[config.mk]
export PLATFORM = sky130hd
export DESIGN_NAME = key_debounce_long_press
export DESIGN_NICKNAME = d
export VERILOG_FILES = /design/src/hw/rtl/kdlp_pkg.sv /design/src/hw/rtl/key_debounce_long_press.sv /design/src/hw/rtl/kdlp_core.sv /design/src/hw/rtl/kdlp_evbuf.sv
export SDC_FILE = /design/constraint.sdc
export NUM_CORES = 1
export LEC_CHECK = 0
export ABC_AREA = 1
export BUFFER_PORTS_ARGS = -buffer_cell sky130_fd_sc_hd__buf_2
export CORE_MARGIN = 2
export CORE_UTILIZATION = 40
export DETAILED_ROUTE_END_ITERATION = 16
export GPL_TIMING_DRIVEN = 1
export SYNTH_ARGS = -nofsm -noshare
export SYNTH_HDL_FRONTEND = slang
export SYNTH_HIERARCHICAL = 1
export SYNTH_SLANG_ARGS = --single-unit
[constraint.sdc]
create_clock -name clk -period 10.8 [get_ports clk]
set_input_delay 1.62 -clock clk [delete_from_list [all_inputs] [get_ports clk]]
set_output_delay 1.62 -clock clk [all_outputs]
set_load 0.005 [all_outputs]
[src/hw/rtl/kdlp_pkg.sv]
// Shared types and constants of the key debounce / long-press block.
// Depends on nothing; every other file uses it by scoped names.
`default_nettype none

package kdlp_pkg;

	localparam int NUM_KEYS  = 3;
	localparam int KEY_W     = 2;
	localparam int PIN_W     = 3;
	localparam int TIME_W    = 16;
	localparam int CFG_IDX_W = 2;

	// Configuration register indexes
	localparam logic [CFG_IDX_W-1:0] CFG_DEBOUNCE_TICKS   = 2'd0;
	localparam logic [CFG_IDX_W-1:0] CFG_LONG_PRESS_TICKS = 2'd1;

	localparam logic [TIME_W-1:0] DEBOUNCE_RESET   = 16'd20;
	localparam logic [TIME_W-1:0] LONG_PRESS_RESET = 16'd1000;

	// Item function codes
	localparam logic FUNC_TICK = 1'b0;
	localparam logic FUNC_EDGE = 1'b1;

	typedef enum logic [1:0] {
		EV_PRESS   = 2'd0,
		EV_RELEASE = 2'd1,
		EV_LONG    = 2'd2
	} ev_kind_t;

	typedef struct packed {
		logic             func;
		logic [KEY_W-1:0] key_select;
		logic [PIN_W-1:0] pin_levels;
	} cmd_t;

	typedef struct packed {
		logic [KEY_W-1:0] event_key;
		logic [1:0]       event_kind;
		logic             last_event;
	} evt_t;

	// Events raised by one item, one slot per key, in key order
	typedef struct packed {
		logic     [NUM_KEYS-1:0] fire;
		ev_kind_t [NUM_KEYS-1:0] kind;
	} ev_set_t;

endpackage

`default_nettype wire

[src/hw/rtl/key_debounce_long_press.sv]
// Top level of the key debounce / long-press block: input register,
// configuration registers, key core and event result register.
// Depends on kdlp_pkg, kdlp_core and kdlp_evbuf.
//
// Usage:
//   cmd channel (cmd_valid / cmd_stall / cmd): one item per accepted edge,
//     either a timer tick or a pin edge on cmd.key_select, with the pin
//     levels of all three keys (low = pressed).
//   evt channel (evt_valid / evt_stall / evt): one press, release or
//     long-press event per transfer; evt.last_event marks the final event of
//     the item that caused it. Items with no event produce nothing.
//   cfg channel (cfg_valid / cfg_ready / cfg_index / cfg_data): writes the
//     debounce and long-press thresholds; always ready. Write only while
//     the block is idle.
// Timing: an accepted item waits in the input register until the event
//   register can take it; it is then evaluated and stored there, and its
//   events show from the event register. One item per cycle is taken when
//   it raises at most one event and evt is not stalled; an item raising
//   several events holds the event register until its last event moves,
//   since the evt port moves one event per cycle while evt is not stalled.
// Stall: while evt is stalled, events hold steady; the input register
//   fills and then cmd_stall rises until the event register drains.
// Reset: arst_n clears the tick counter, all keys to free, thresholds to
//   20 and 1000 ticks, and drops any pending item or event.
`default_nettype none

module key_debounce_long_press (
	input  wire                              clk,
	input  wire                              arst_n,
	input  wire                              cmd_valid,
	output logic                             cmd_stall,
	input  kdlp_pkg::cmd_t                   cmd,
	output logic                             evt_valid,
	input  wire                              evt_stall,
	output kdlp_pkg::evt_t                   evt,
	input  wire                              cfg_valid,
	output logic                             cfg_ready,
	input  wire [kdlp_pkg::CFG_IDX_W-1:0]    cfg_index,
	input  wire [kdlp_pkg::TIME_W-1:0]       cfg_data
);

	logic                        valid_s1;
	kdlp_pkg::cmd_t              cmd_s1;
	logic [kdlp_pkg::TIME_W-1:0] debounce_ticks_q;
	logic [kdlp_pkg::TIME_W-1:0] long_press_ticks_q;

	logic              can_load;
	logic              take;
	logic              accept;
	kdlp_pkg::ev_set_t ev_set;

	// item in s1 commits when the event register can take its events
	assign take      = valid_s1 && can_load;
	assign cmd_stall = valid_s1 && !can_load;
	assign accept    = cmd_valid && !cmd_stall;
	assign cfg_ready = 1'b1;

	always_ff @(posedge clk or negedge arst_n) begin
		if (!arst_n) begin
			valid_s1 <= 1'b0;
		end else if (accept) begin
			valid_s1 <= 1'b1;
		end else if (take) begin
			valid_s1 <= 1'b0;
		end
	end

	always_ff @(posedge clk) begin
		if (accept)
			cmd_s1 <= cmd;
	end

	always_ff @(posedge clk or negedge arst_n) begin
		if (!arst_n) begin
			debounce_ticks_q   <= kdlp_pkg::DEBOUNCE_RESET;
			long_press_ticks_q <= kdlp_pkg::LONG_PRESS_RESET;
		end else if (cfg_valid && cfg_ready) begin
			// indexes past the list are ignored
			if (cfg_index == kdlp_pkg::CFG_DEBOUNCE_TICKS)
				debounce_ticks_q <= cfg_data;
			if (cfg_index == kdlp_pkg::CFG_LONG_PRESS_TICKS)
				long_press_ticks_q <= cfg_data;
		end
	end

	kdlp_core u_core (
		.clk              (clk),
		.arst_n           (arst_n),
		.take             (take),
		.cmd_s1           (cmd_s1),
		.debounce_ticks   (debounce_ticks_q),
		.long_press_ticks (long_press_ticks_q),
		.ev_set           (ev_set)
	);

	kdlp_evbuf u_evbuf (
		.clk       (clk),
		.arst_n    (arst_n),
		.load      (take),
		.ev_set    (ev_set),
		.can_load  (can_load),
		.evt_valid (evt_valid),
		.evt_stall (evt_stall),
		.evt       (evt)
	);

endmodule

`default_nettype wire

[src/hw/rtl/kdlp_core.sv]
// Key state registers, tick counter and per-key transition logic.
// Depends on kdlp_pkg.
`default_nettype none

module kdlp_core (
	input  wire                              clk,
	input  wire                              arst_n,
	input  wire                              take,
	input  kdlp_pkg::cmd_t                   cmd_s1,
	input  wire [kdlp_pkg::TIME_W-1:0]       debounce_ticks,
	input  wire [kdlp_pkg::TIME_W-1:0]       long_press_ticks,
	output kdlp_pkg::ev_set_t                ev_set
);

	typedef enum logic [1:0] {
		PH_FREE     = 2'd0,
		PH_DEBOUNCE = 2'd1,
		PH_PRESSED  = 2'd2,
		PH_LONG     = 2'd3
	} phase_t;

	logic [kdlp_pkg::TIME_W-1:0] tick_q;
	phase_t                      phase_q [kdlp_pkg::NUM_KEYS];
	logic [kdlp_pkg::TIME_W-1:0] dbs_q   [kdlp_pkg::NUM_KEYS];
	logic [kdlp_pkg::TIME_W-1:0] prs_q   [kdlp_pkg::NUM_KEYS];

	logic [kdlp_pkg::TIME_W-1:0] tick_use;
	phase_t                      phase_d [kdlp_pkg::NUM_KEYS];
	logic [kdlp_pkg::NUM_KEYS-1:0] set_dbs;
	logic [kdlp_pkg::NUM_KEYS-1:0] set_prs;

	// A tick advances the counter before any key looks at it
	assign tick_use = (cmd_s1.func == kdlp_pkg::FUNC_TICK) ?
		tick_q + kdlp_pkg::TIME_W'(1) : tick_q;

	always_comb begin
		logic                        eval_k;
		logic                        pressed;
		logic [kdlp_pkg::TIME_W-1:0] el_db;
		logic [kdlp_pkg::TIME_W-1:0] el_pr;
		ev_set = '0;
		set_dbs = '0;
		set_prs = '0;
		for (int k = 0; k < kdlp_pkg::NUM_KEYS; k++) begin
			phase_d[k] = phase_q[k];
			if (cmd_s1.func == kdlp_pkg::FUNC_TICK)
				eval_k = (phase_q[k] == PH_DEBOUNCE) || (phase_q[k] == PH_PRESSED);
			else
				eval_k = (cmd_s1.key_select == kdlp_pkg::KEY_W'(k));
			pressed = ~cmd_s1.pin_levels[k];
			el_db = tick_use - dbs_q[k];
			el_pr = tick_use - prs_q[k];
			if (eval_k) begin
				unique case (phase_q[k])
					PH_FREE: begin
						if (pressed) begin
							phase_d[k] = PH_DEBOUNCE;
							set_dbs[k] = 1'b1;
						end
					end
					PH_DEBOUNCE: begin
						if (!pressed) begin
							phase_d[k] = PH_FREE;
						end else if (el_db >= debounce_ticks) begin
							phase_d[k] = PH_PRESSED;
							set_prs[k] = 1'b1;
							ev_set.fire[k] = 1'b1;
							ev_set.kind[k] = kdlp_pkg::EV_PRESS;
						end
					end
					PH_PRESSED: begin
						if (!pressed) begin
							phase_d[k] = PH_FREE;
							ev_set.fire[k] = 1'b1;
							ev_set.kind[k] = kdlp_pkg::EV_RELEASE;
						end else if (el_pr >= long_press_ticks) begin
							phase_d[k] = PH_LONG;
							ev_set.fire[k] = 1'b1;
							ev_set.kind[k] = kdlp_pkg::EV_LONG;
						end
					end
					PH_LONG: begin
						// release after long press is silent
						if (!pressed)
							phase_d[k] = PH_FREE;
					end
					default: phase_d[k] = PH_FREE;
				endcase
			end
		end
	end

	always_ff @(posedge clk or negedge arst_n) begin
		if (!arst_n) begin
			tick_q <= '0;
			for (int k = 0; k < kdlp_pkg::NUM_KEYS; k++) begin
				phase_q[k] <= PH_FREE;
				dbs_q[k]   <= '0;
				prs_q[k]   <= '0;
			end
		end else if (take) begin
			tick_q <= tick_use;
			for (int k = 0; k < kdlp_pkg::NUM_KEYS; k++) begin
				phase_q[k] <= phase_d[k];
				if (set_dbs[k])
					dbs_q[k] <= tick_use;
				if (set_prs[k])
					prs_q[k] <= tick_use;
			end
		end
	end

endmodule

`default_nettype wire

[src/hw/rtl/kdlp_evbuf.sv]
// Event result register: holds the events of one item and hands them out
// one per cycle in key order while evt is not stalled. Depends on kdlp_pkg.
`default_nettype none

module kdlp_evbuf (
	input  wire                 clk,
	input  wire                 arst_n,
	input  wire                 load,
	input  kdlp_pkg::ev_set_t   ev_set,
	output logic                can_load,
	output logic                evt_valid,
	input  wire                 evt_stall,
	output kdlp_pkg::evt_t      evt
);

	logic [kdlp_pkg::NUM_KEYS-1:0] pend_q;
	kdlp_pkg::ev_kind_t [kdlp_pkg::NUM_KEYS-1:0] kind_q;

	logic [kdlp_pkg::NUM_KEYS-1:0] sel_oh;
	logic [kdlp_pkg::KEY_W-1:0]    sel_key;
	logic                          pop;

	// lowest pending key goes first
	always_comb begin
		logic found;
		found = 1'b0;
		sel_oh = '0;
		sel_key = '0;
		for (int k = 0; k < kdlp_pkg::NUM_KEYS; k++) begin
			if (pend_q[k] && !found) begin
				found = 1'b1;
				sel_oh[k] = 1'b1;
				sel_key = kdlp_pkg::KEY_W'(k);
			end
		end
	end

	assign evt_valid      = |pend_q;
	assign pop            = evt_valid && !evt_stall;
	assign evt.event_key  = sel_key;
	assign evt.event_kind = kind_q[sel_key];
	assign evt.last_event = ((pend_q & ~sel_oh) == '0);
	assign can_load       = !evt_valid || (pop && evt.last_event);

	always_ff @(posedge clk or negedge arst_n) begin
		if (!arst_n) begin
			pend_q <= '0;
		end else if (load) begin
			pend_q <= ev_set.fire;
		end else if (pop) begin
			pend_q <= pend_q & ~sel_oh;
		end
	end

	always_ff @(posedge clk) begin
		if (load)
			kind_q <= ev_set.kind;
	end

endmodule

`default_nettype wire

# Word level (Yosys, flattened, before mapping)
# Cells that the tools add are included.
[totals] reg_bits=166 out_inout_bits=8 inputBits=29
[classes] bitwise_logic=8 reduce_logical=43 addsub=7 n_eq_ne=24 n_lt_le_gt_ge=7 muxes=76
[ops] operator="$ge A16 B16 Y1" n=6
[ops] operator="$sub A16 B16 Y16" n=6
[ops] operator="$mux W2" n=23
[ops] operator="$mux W1" n=43
[ops] operator="$pmux W2 S4" n=3
[ops] operator="$reduce_and A2 Y1" n=11
[ops] operator="$ne A3 B3 Y1 const B" n=6
[ops] operator="$reduce_and A6 Y1" n=3
[ops] operator="$add A16 B1 Y16 const B" n=1
[ops] operator="$mux W16" n=1
[ops] operator="$eq A2 B2 Y1 const B" n=7
[ops] operator="$ne A2 B2 Y1 const B" n=6
[ops] operator="$reduce_or A3 Y1" n=4
[ops] operator="$eq A2 B1 Y1 const B" n=5
[ops] operator="$logic_not A2 Y1" n=5
[ops] operator="$logic_and A1 B1 Y1" n=7
[ops] operator="$logic_not A1 Y1" n=6
[ops] operator="$mux W3" n=2
[ops] operator="$not A1 Y1" n=6
[ops] operator="$pmux W1 S2" n=3
[ops] operator="$bmux W2 S2" n=1
[ops] operator="$logic_or A1 B1 Y1" n=4
[ops] operator="$reduce_bool A2 Y1" n=2
[ops] operator="$and A3 B3 Y3" n=1
[ops] operator="3 further kinds" n=3

# Depth between registers and ports, before layout
# Gate-level depths: netlist (run 1).
[depth] depth_word=17 mapped_depth=32 ltp_nobuf=31

# Modules after synthesis
# Netlist (run 1), hierarchy kept.
[modules_own_cells] mod="kdlp_core" cells_each=1718 area_each_um2=12181.7 instances=1 seq_area_each_um2=2952.8
[modules_own_cells] mod="key_debounce_long_press" cells_each=159 area_each_um2=1605.3 instances=1 seq_area_each_um2=1016.0
[modules_own_cells] mod="kdlp_evbuf" cells_each=51 area_each_um2=442.9 instances=1 seq_area_each_um2=255.2

# Worst setup path after synthesis (run 1)
# No wires, ideal clock.
[synth_timing] path_kind="flip-flop to flip-flop" from="register u_core/tick_q[0] in the netlist's numbering" to="register u_core/prs_q[10] in the netlist's numbering" path_buffers=1 period_less_slack_ns=4.284 slack_ns=6.516 stages_incl_launch_ff=23 required_ns=10.659 arrival_ns=4.143 path_cell_list="dfrtp_1 -> ha_1 -> inv_1 -> o21ai_0 -> inv_1 -> fa_1 -> o21ai_0 -> a21oi_1 -> o21bai_1 -> nand2_1 -> nand2_1 -> nand2_1 -> nand2_1 -> inv_1 -> ha_1 -> nand4_1 -> nor3_1 -> nand2_1 -> nand2_1 -> nand3b_1 -> clkbuf_1 -> nand2_1 -> o21ai_0"
[synth_between] elab_chain_cells=9
[synth_rtl] element="from (decl)" line_no="kdlp_core.sv:22" rtl="logic [kdlp_pkg::TIME_W-1:0] tick_q;"
[synth_rtl] element="from (signal assigned)" line_no="kdlp_core.sv:102" rtl="tick_q <= tick_use;"
[synth_rtl] element="$add A16 B1 Y16" line_no="kdlp_core.sv:34" rtl="tick_q + kdlp_pkg::TIME_W'(1) : tick_q;"
[synth_rtl] element="$mux W16" line_no="kdlp_core.sv:33" rtl="assign tick_use = (cmd_s1.func == kdlp_pkg::FUNC_TICK) ?"
[synth_rtl] element="via u_core.tick_use (one bit)" line_no="kdlp_core.sv:27" rtl="logic [kdlp_pkg::TIME_W-1:0] tick_use;"
[synth_rtl] element="$sub A16 B16 Y16" line_no="kdlp_core.sv:51" rtl="el_db = tick_use - dbs_q[k];"
[synth_rtl] element="$ge A16 B16 Y1" line_no="kdlp_core.sv:64" rtl="end else if (el_db >= debounce_ticks) begin"
[synth_rtl] element="$mux W1" line_no="kdlp_core.sv:64"
[synth_rtl] element="$mux W1" line_no="kdlp_core.sv:62" rtl="if (!pressed) begin"
[synth_rtl] element="$mux W1" line_no="kdlp_core.sv:54" rtl="unique case (phase_q[k])"
[synth_rtl] element="$mux W1" line_no="kdlp_core.sv:53" rtl="if (eval_k) begin"
[synth_rtl] element="$reduce_and A2 Y1 (no source line)"
[synth_rtl] element="to (signal, indexed assignment)" line_no="kdlp_core.sv:108" rtl="prs_q[k] <= tick_use;"
[synth_rtl] element="to (decl)" line_no="kdlp_core.sv:25" rtl="logic [kdlp_pkg::TIME_W-1:0] prs_q [kdlp_pkg::NUM_KEYS];"
# The timed path passes the listed nets, and every way through them passes these cells.
# A chain may end at the register's enable or synchronous reset.

# Worst setup path after layout (run 1)
[layout_timing] from="register, netlist name cmd_s1[5]" to="register u_core/prs_q[47] in the netlist's numbering"
[layout_between] elab_chain_cells=8 word_cells_on_any_way=9 classes_between="1 x add/sub; 1 x order compare; 6 x mux; 1 x reduce/logical"
[layout_rtl] element="$mux W16" line_no="kdlp_core.sv:33"
[layout_rtl] element="via u_core.tick_use (one bit)" line_no="kdlp_core.sv:27"
[layout_rtl] element="$sub A16 B16 Y16" line_no="kdlp_core.sv:51"
[layout_rtl] element="$ge A16 B16 Y1" line_no="kdlp_core.sv:64"
[layout_rtl] element="$mux W1" line_no="kdlp_core.sv:64"
[layout_rtl] element="$mux W1" line_no="kdlp_core.sv:62"
[layout_rtl] element="$mux W1" line_no="kdlp_core.sv:54"
[layout_rtl] element="$mux W1" line_no="kdlp_core.sv:53"
[layout_rtl] element="$reduce_and A2 Y1 (no source line)"
# The timed path passes the listed nets, and every way through them passes these cells.

==> results of run 1 <==
-- routing by layer --
| metal | track usage | share of wire | vias to the layer above |
|---|---|---|---|
| met5 | 0 | 0 | - |
| met4 | 0.0840 | 0.028 | 0 |
| met3 | 0.0307 | 0.041 | 55 |
| met2 | 0.391 | 0.46 | 247 |
| met1 | 0.322 | 0.47 | 5913 |
| li1 | - | - | 6325 |
-- cell usage in the layout, fill, tap and decap left out, drive strengths merged, types with 18 or more instances in the layout --
cell / netlist / layout
o21ai: 165 / 165
a21oi: 119 / 119
clkbuf: 12 / 18
inv: 317 / 325
nor2: 81 / 81
nand4: 35 / 35
xor2: 63 / 63
dfrtp: 146 / 146
nand3: 79 / 79
ha: 202 / 202
nand2: 552 / 552
nor3: 19 / 19
buf: 19 / 49
-- through the flow --
| stage | cell area [um^2] | util | setup WS [ns] |
|---|---|---|---|
| floorplan | 14200 | - | 6.52 |
| global placement | 14900 | 0.422 | 5.28 |
| detailed placement | 14900 | 0.422 | 5.06 |
| CTS | 15500 | 0.438 | 5.03 |
| global route | 15500 | 0.438 | 4.36 |
| finish | 15500 | 0.438 | 5.02 |
-- final timing paths --
check | to | startpoint
hold reg to reg | debounce_ticks_q[4]$_DFFE_PN1P_ | debounce_ticks_q[4]$_DFFE_PN1P_
setup / recovery | u_core/prs_q[47]$_DFFE_PN0P_ | cmd_s1[5]$_DFFE_PP_
min in group asynchronous | u_core/prs_q[4]$_DFFE_PN0P_ | arst_n
setup reg to reg | u_core/prs_q[47]$_DFFE_PN0P_ | cmd_s1[5]$_DFFE_PP_
hold / removal | debounce_ticks_q[4]$_DFFE_PN1P_ | debounce_ticks_q[4]$_DFFE_PN1P_
max in group asynchronous | debounce_ticks_q[11]$_DFFE_PN0P_ | arst_n
-- state kept, by name, summed over array words and instances (netlist names), 3 cells and up --
register,count
long_press_ticks_q,16
u_core/tick_q,16
u_evbuf/kind_q,6
u_evbuf/pend_q,3
u_core/phase_q,6
cmd_s1,6
u_core/dbs_q,48
debounce_ticks_q,16
u_core/prs_q,48
-- cells by family (layout without fill, tap and decap cells) --
| family | count (synthesis) | in the layout |
|---|---|---|
| compound gates | 343 | 343 |
| xor+xnor | 80 | 80 |
| fa+ha+maj | 208 | 208 |
| buf+inv | 349 | 399 |
| flops | 166 | 166 |
| other cells | 1 | 1 |
| simple gates | 781 | 781 |
-- worst max-delay path, delay by kind of cell (launching register included) --
kind,cells,cell delay [ns]
AOI/OAI and AO/OA,2,0.81
xor gates and xnor gates,1,0.51
adders and majority gates,2,0.76
buffers and inverters,4,0.63
DFF,1,0.57
and+or+nand+nor,15,2.40
-- cell type report --
cell class | count | area [um^2]
clock buffers | 18 | 439
clock inverters | 14 | 138
fillers | 3519 | 19800
inverters | 318 | 1200
multi-input cells | 1413 | 8610
flip-flops and latches | 166 | 4220
well taps | 461 | 577
repair buffers | 49 | 287
==> results.yml, run 1 <==
critical_path:
  path_cells: "inv_4 -> nand2_2 -> nor2_4 -> nand4_4 -> nor2_1 -> nand2_1 -> xor2_1 -> inv_1 -> ha_1 -> nand2_1 -> o21ai_0 -> nand2_1 -> and3_1 -> inv_1 -> nand2_1 -> nand2_1 -> inv_1 -> ha_1 -> nand4_1 -> nor3_1 -> nand2_1 -> nand2_1 -> nand3_1 -> o21ai_0"
  cpPeakStageDelay_ns: 0.76
  required_ns: 11.14
  reg2reg_setup_slack_ns: 5.02
  end_kind: "register"
  crit_slowest_cell: "sky130_fd_sc_hd__nand3_1"
  cp_data_arrival_time_ns: 6.13
  ff2ff_path_depth: 24
  crit_path_max_fanout: 32
  crit_path_frequent_cell: "sky130_fd_sc_hd__nand2_1"
  critPathKind: "reg2reg"
  crit_path_launch_type: "register"
synthesis:
  ys_types: 55
  synth-seq-area-share: 0.297
  synth-simple-area-share: 0.236
  synth-compound-area-share: 0.132
  syn-mean-instance-area_um2: 7.38
  synth_top_family_by_area: "simple AND/OR/NAND/NOR gates"
  post-synth-top-count-cell: "sky130_fd_sc_hd__nand2_1"
  yosys_reg_bits: 166
  synth_top_flop_cell: "sky130_fd_sc_hd__dfrtp_1"
  synthesis.area_um2: 14200
  synth.top_cells.by_count: "sky130_fd_sc_hd__nand2_1, sky130_fd_sc_hd__inv_1, sky130_fd_sc_hd__ha_1"
  post_synth_mux_area_share: 0
  synth_fa_ha_area_frac: 0.186
  postSynth.asyncResetShare: 0.928
  synth_top_cell_by_area: "sky130_fd_sc_hd__dfrtp_1"
  yosysWarnings: 6
  syn_nets: 2165
  synth_enable_flop_cells: 12
  synthCells: 1928
  ys_top_cells_by_area: "sky130_fd_sc_hd__dfrtp_1, sky130_fd_sc_hd__ha_1, sky130_fd_sc_hd__nand2_1"
  netlist.area_leader.share: 0.257
  synth_xor_xnor_area_share: 0.0508
sta:
  final.setup.tns_ns: 0
  setup_repair_after_global_routing_missed_its_margin: "false"
  setup_violations: 0
  fmax_mhz: 173
  report.final.slew_viol_count: 0
  worstMarginPinSlew_ns: 1.08
  final.setup_skew_ns: 0.0148
  fin_crit_sh: 0.535
  relSlewSlack: 0.278
  worst_hold_slack_ns: 0.470
  final_hold_viol_count: 0
  min_period_ns: 5.78
route:
  detailedRoute.firstIterationViolations: 813
  detail_route.drc_violations: 0
  detailroute.via_count: 12500
  routed_wl_mm: 42.5
  drt.antenna.violating_nets: 0
  wl_per_cell_um: 17.4
  initial_drt_pass_iterations: 5
  via_per_inst: 5.14
place:
  dp_hpwl_mm: 32.9
  buffer_ports.inserted: 35
  cells_after_dpl: 2407
  finalWeightedCongestion: 0.918
finish:
  final_layout_size_suffix_gt1_frac: 0.0718
  syn2layout_area_growth_pct: 8.74
  num_antenna_cells: 0
  net_count_final: 2202
  post_layout_nonfiller_instances: 2439
floorplan:
  die_height_um: 193
  dieWidth_um: 193
  fp.dieArea_um2: 37100
  rows: 69
  placeable_core_region_um2: 35300
  io_pins: 37
  initial_util: 0.403
clock_tree:
  cts_num_sinks: 166
  cts.hold.buffers_added: 0
  worst_setup_hold_path_clk_slew_ns: 0.08
  worst_skew_pair_later_pin_latency_ns: 0.46
  cts_resized: 0
  cts_made_buffers: 17
  cts-htree-levels: 4
  clock-root-buffer: "sky130_fd_sc_hd__clkbuf_16"
  max-clock-path-buffers: 2
  post_cts.repair.setup_buffers: 0
  cts_tree: "yes"
global_routing:
  via_count_of_the_first_global_routing_pass: 12200
  overflow: 0
  gr-usage-all-layers: 0.238
  pin_count_of_the_biggest_net_entering_global_routing: 91
  initial_antenna_violation_count: 0
  grt_first_pass_wirelength_mm: 66.6
min_path:
  worst_hold_class: "reg2reg"
  timing.hold.worst_path_depth: 2
run:
  max_cap_viol_count: 0
run_status:
  outcome: "complete, no violations"
Power of run 1 is not shown: default switching activity piles up to over one toggle a cycle in this logic, so the estimate is an artifact.
==> inputs of run 2 (changes only) <==
ABC_AREA = 0   (was 1)
clock period = 5.8 ns   (was 10.8 ns; I/O delays follow)
==> run 2 against run 1 <==
  * Flip-flop and latch count did not move
  * Clock-buffer cell count increased by 1
  * Synthesized cell count shrank 23%
  * Highest routed layer unchanged
==> results.yml, run 2 <==
synthesis:
  synth_enable_flop_cells: 12
  synthCells: 1488
  ys_types: 83
  yosysWarnings: 6
  yosys_reg_bits: 166
  post-synth-top-count-cell: "sky130_fd_sc_hd__ha_1"
  synth.top_cells.by_count: "sky130_fd_sc_hd__ha_1, sky130_fd_sc_hd__inv_1, sky130_fd_sc_hd__dfrtp_1"
  synth_top_cell_by_area: "sky130_fd_sc_hd__dfrtp_1"
  synth-seq-area-share: 0.314
  synth_top_flop_cell: "sky130_fd_sc_hd__dfrtp_1"
  synthesis.area_um2: 13500
  syn-mean-instance-area_um2: 9.04
  netlist.area_leader.share: 0.272
  syn_nets: 1725
  ys_top_cells_by_area: "sky130_fd_sc_hd__dfrtp_1, sky130_fd_sc_hd__ha_1, sky130_fd_sc_hd__a21oi_1"
  postSynth.asyncResetShare: 0.928
finish:
  mostFrequentLayoutCells: "sky130_fd_sc_hd__ha_1, sky130_fd_sc_hd__inv_1, sky130_fd_sc_hd__dfrtp_1"
  syn2layout_area_growth_pct: 11.6
  multi_input_area_um2: 8580
  final_layout_size_suffix_gt1_frac: 0.122
  number_of_filler_cells_placed_in_the_layout: 3296
  final_design_area_no_fill_um2: 15000
  layout_commonest_cell: "sky130_fd_sc_hd__ha_1"
  layout.core_utilization: 0.450
  post_layout_nonfiller_instances: 2009
  layout.area.seq_um2: 4230
  biggestRegsByFlops: "u_core/dbs_q x48, u_core/prs_q x48"
  num_antenna_cells: 0
  net_count_final: 1785
route:
  detailroute.via_count: 10500
  via_per_inst: 5.24
  wl_per_cell_um: 16.9
  detailedRoute.firstIterationViolations: 589
  initial_drt_pass_iterations: 5
  routed_wl_mm: 34.0
  detail_route.drc_violations: 0
  drt.antenna.violating_nets: 0
sta:
  fin_crit_sh: 0.942
  final.setup.worst_slack_ns: 0.338
  report.final.slew_viol_count: 0
  min_period_ns: 5.46
  worstMarginPinSlew_ns: 1.13
  final_hold_viol_count: 0
  final.setup_skew_ns: 0.00976
  fmax_mhz: 183
  setup_violations: 0
  relSlewSlack: 0.247
  setup_repair_after_global_routing_missed_its_margin: "false"
floorplan:
  initial_util: 0.403
  io_pins: 37
  dieWidth_um: 187
  fp.dieArea_um2: 35100
  die_height_um: 187
  placeable_core_region_um2: 33400
  rows: 67
place:
  pre_cts_ws_ns: -0.00796
  dp_hpwl_mm: 26.9
  cells_after_dpl: 1974
  buffer_ports.inserted: 35
  finalWeightedCongestion: 0.853
  placed_area_um2: 14300
clock_tree:
  cts_num_sinks: 166
  cts_tree: "yes"
  worst_skew_pair_later_pin_latency_ns: 0.44
  clock-root-buffer: "sky130_fd_sc_hd__clkbuf_16"
  cts-htree-levels: 4
  worst_setup_hold_path_clk_slew_ns: 0.07
  max-clock-path-buffers: 2
  cts_made_buffers: 17
  cts.hold.buffers_added: 0
run:
  max_cap_viol_count: 0
critical_path:
  end_kind: "register"
  crit_path_max_fanout: 6
  reg2reg_setup_slack_ns: 0.34
  crit_path_launch_type: "register"
  required_ns: 6.13
  cp_data_arrival_time_ns: 5.79
  critPathKind: "reg2reg"
power_and_ir_drop:
  power.sequential.fraction: 0.201
  p_int_uw: 4630
  design_power_total_uw: 8550
  share_of_power_burned_in_the_clock_network: 0.133
  combinationalPowerShare: 0.666
  p_sw_uw: 3920
  power.leakage_uw: 0.00735
  powerDensity_nw_per_um2: 569
  vdd.ir_drop.worst_uv: 241
  power_switching_share: 0.458
global_routing:
  grt_first_pass_wirelength_mm: 54.7
  via_count_of_the_first_global_routing_pass: 10200
  overflow: 0
  gr-usage-all-layers: 0.197
  pin_count_of_the_biggest_net_entering_global_routing: 72
  initial_antenna_violation_count: 0
run_status:
  outcome: "complete, no violations"
min_path:
  worst_hold_class: "in2async"
run 2: cell count changes in the layout (fill, tap and decap cells not counted), sizes merged, moves of 33 or more:
| cell | change |
|---|---|
| nand2 | -451 |
| o21ai | -68 |
| mux2 | +42 |
| inv | -161 |
| nand3 | -53 |
| xnor2 | +53 |
| xor2 | -33 |
run 2: logic make-up after synthesis:
logic type                 after synthesis  share of synthesized area
AOI/OAI and AO/OA                      381                      0.176
xor gates and xnor gates               101                     0.0673
adders and majority gates              209                      0.197
buffers and inverters                  190                     0.0565
DFF                                    166                      0.314
muxes                                   55                     0.0448
other                                    1                   0.000279
and+or+nand+nor                        385                      0.143
run 2: timing repair:
item | 4_1_cts | 5_1_grt
pin swaps | 0 | 6
resized for setup | 3 | 25
setup buffers | 0 | 3
setup endpoints to repair | 16 | 40
run 2: final cells by class:
class | instances | share of cell area
sequential | 166 | 0.281
timing repair buffer | 71 | 0.0317
tap | 448 | 0.0373
multi-input combinational | 1132 | 0.571
clock buffer | 19 | 0.0302
clock inverter | 13 | 0.00808
inverter | 160 | 0.0400
run 2: metrics by stage:
stage | setup TNS [ns] | hold WS, ns
after floorplan | 0 | 0.450
after global placement | 0 | 0.466
after detailed placement | -0.0232 | 0.474
after CTS | 0 | 0.483
after global routing | 0 | 0.500
final | 0 | 0.429
run 2: critical path: stages, from the launching register on:
cell and delay (ns):
sky130_fd_sc_hd__dfrtp_2 0.44, sky130_fd_sc_hd__ha_1 0.18, sky130_fd_sc_hd__nor2b_2 0.16, sky130_fd_sc_hd__and3_1 0.21, sky130_fd_sc_hd__and3_2 0.25, sky130_fd_sc_hd__and3_4 0.22
sky130_fd_sc_hd__and3_1 0.21, sky130_fd_sc_hd__xnor2_2 0.18, sky130_fd_sc_hd__inv_2 0.10, sky130_fd_sc_hd__buf_4 0.16, sky130_fd_sc_hd__ha_1 0.37, sky130_fd_sc_hd__nand2_1 0.11
sky130_fd_sc_hd__a311o_1 0.15, sky130_fd_sc_hd__nand4b_1 0.18, sky130_fd_sc_hd__o31a_1 0.34, sky130_fd_sc_hd__and4_4 0.20, sky130_fd_sc_hd__a2111oi_2 0.40, sky130_fd_sc_hd__ha_1 0.31
sky130_fd_sc_hd__and3_1 0.16, sky130_fd_sc_hd__a221oi_1 0.28, sky130_fd_sc_hd__o21a_1 0.38, sky130_fd_sc_hd__a21oi_1 0.15, sky130_fd_sc_hd__o32a_1 0.20
run 2: path summary, 6_finish.rpt:
check,startpoint,cells past startpoint,to
min in group clk,u_core/dbs_q[30]$_DFFE_PN0P_,2,u_core/dbs_q[30]$_DFFE_PN0P_
setup reg to reg,u_core/tick_q[1]$_DFFE_PN0P_,22,u_core/phase_q[0]$_DFFE_PN0P_
setup / recovery,u_core/tick_q[1]$_DFFE_PN0P_,22,u_core/phase_q[0]$_DFFE_PN0P_
max in group asynchronous,arst_n,2,u_core/tick_q[11]$_DFFE_PN0P_
hold / removal,arst_n,1,u_core/prs_q[36]$_DFFE_PN0P_
hold reg to reg,u_core/dbs_q[30]$_DFFE_PN0P_,2,u_core/dbs_q[30]$_DFFE_PN0P_
run 2: layer usage:
metal / share of wire / track usage
met1: 0.49 / 0.273
met2: 0.47 / 0.327
met3: 0.027 / 0.0242
met4: 0.016 / 0.0518
met5: 0 / 0
run 2: power by group through the flow:
| stage | Combinational (uW) | Clock, uW | Sequential, uW |
|---|---|---|---|
| after global routing | 6460 | 1210 | 1760 |
| after global placement | 5390 | 0 | 1730 |
| after detailed placement | 5540 | 0 | 1740 |
| final | 5690 | 1140 | 1720 |
| after floorplan | 4180 | 0 | 1680 |
| after CTS | 5590 | 1160 | 1720 |
Power figures use the tool's default switching activity.
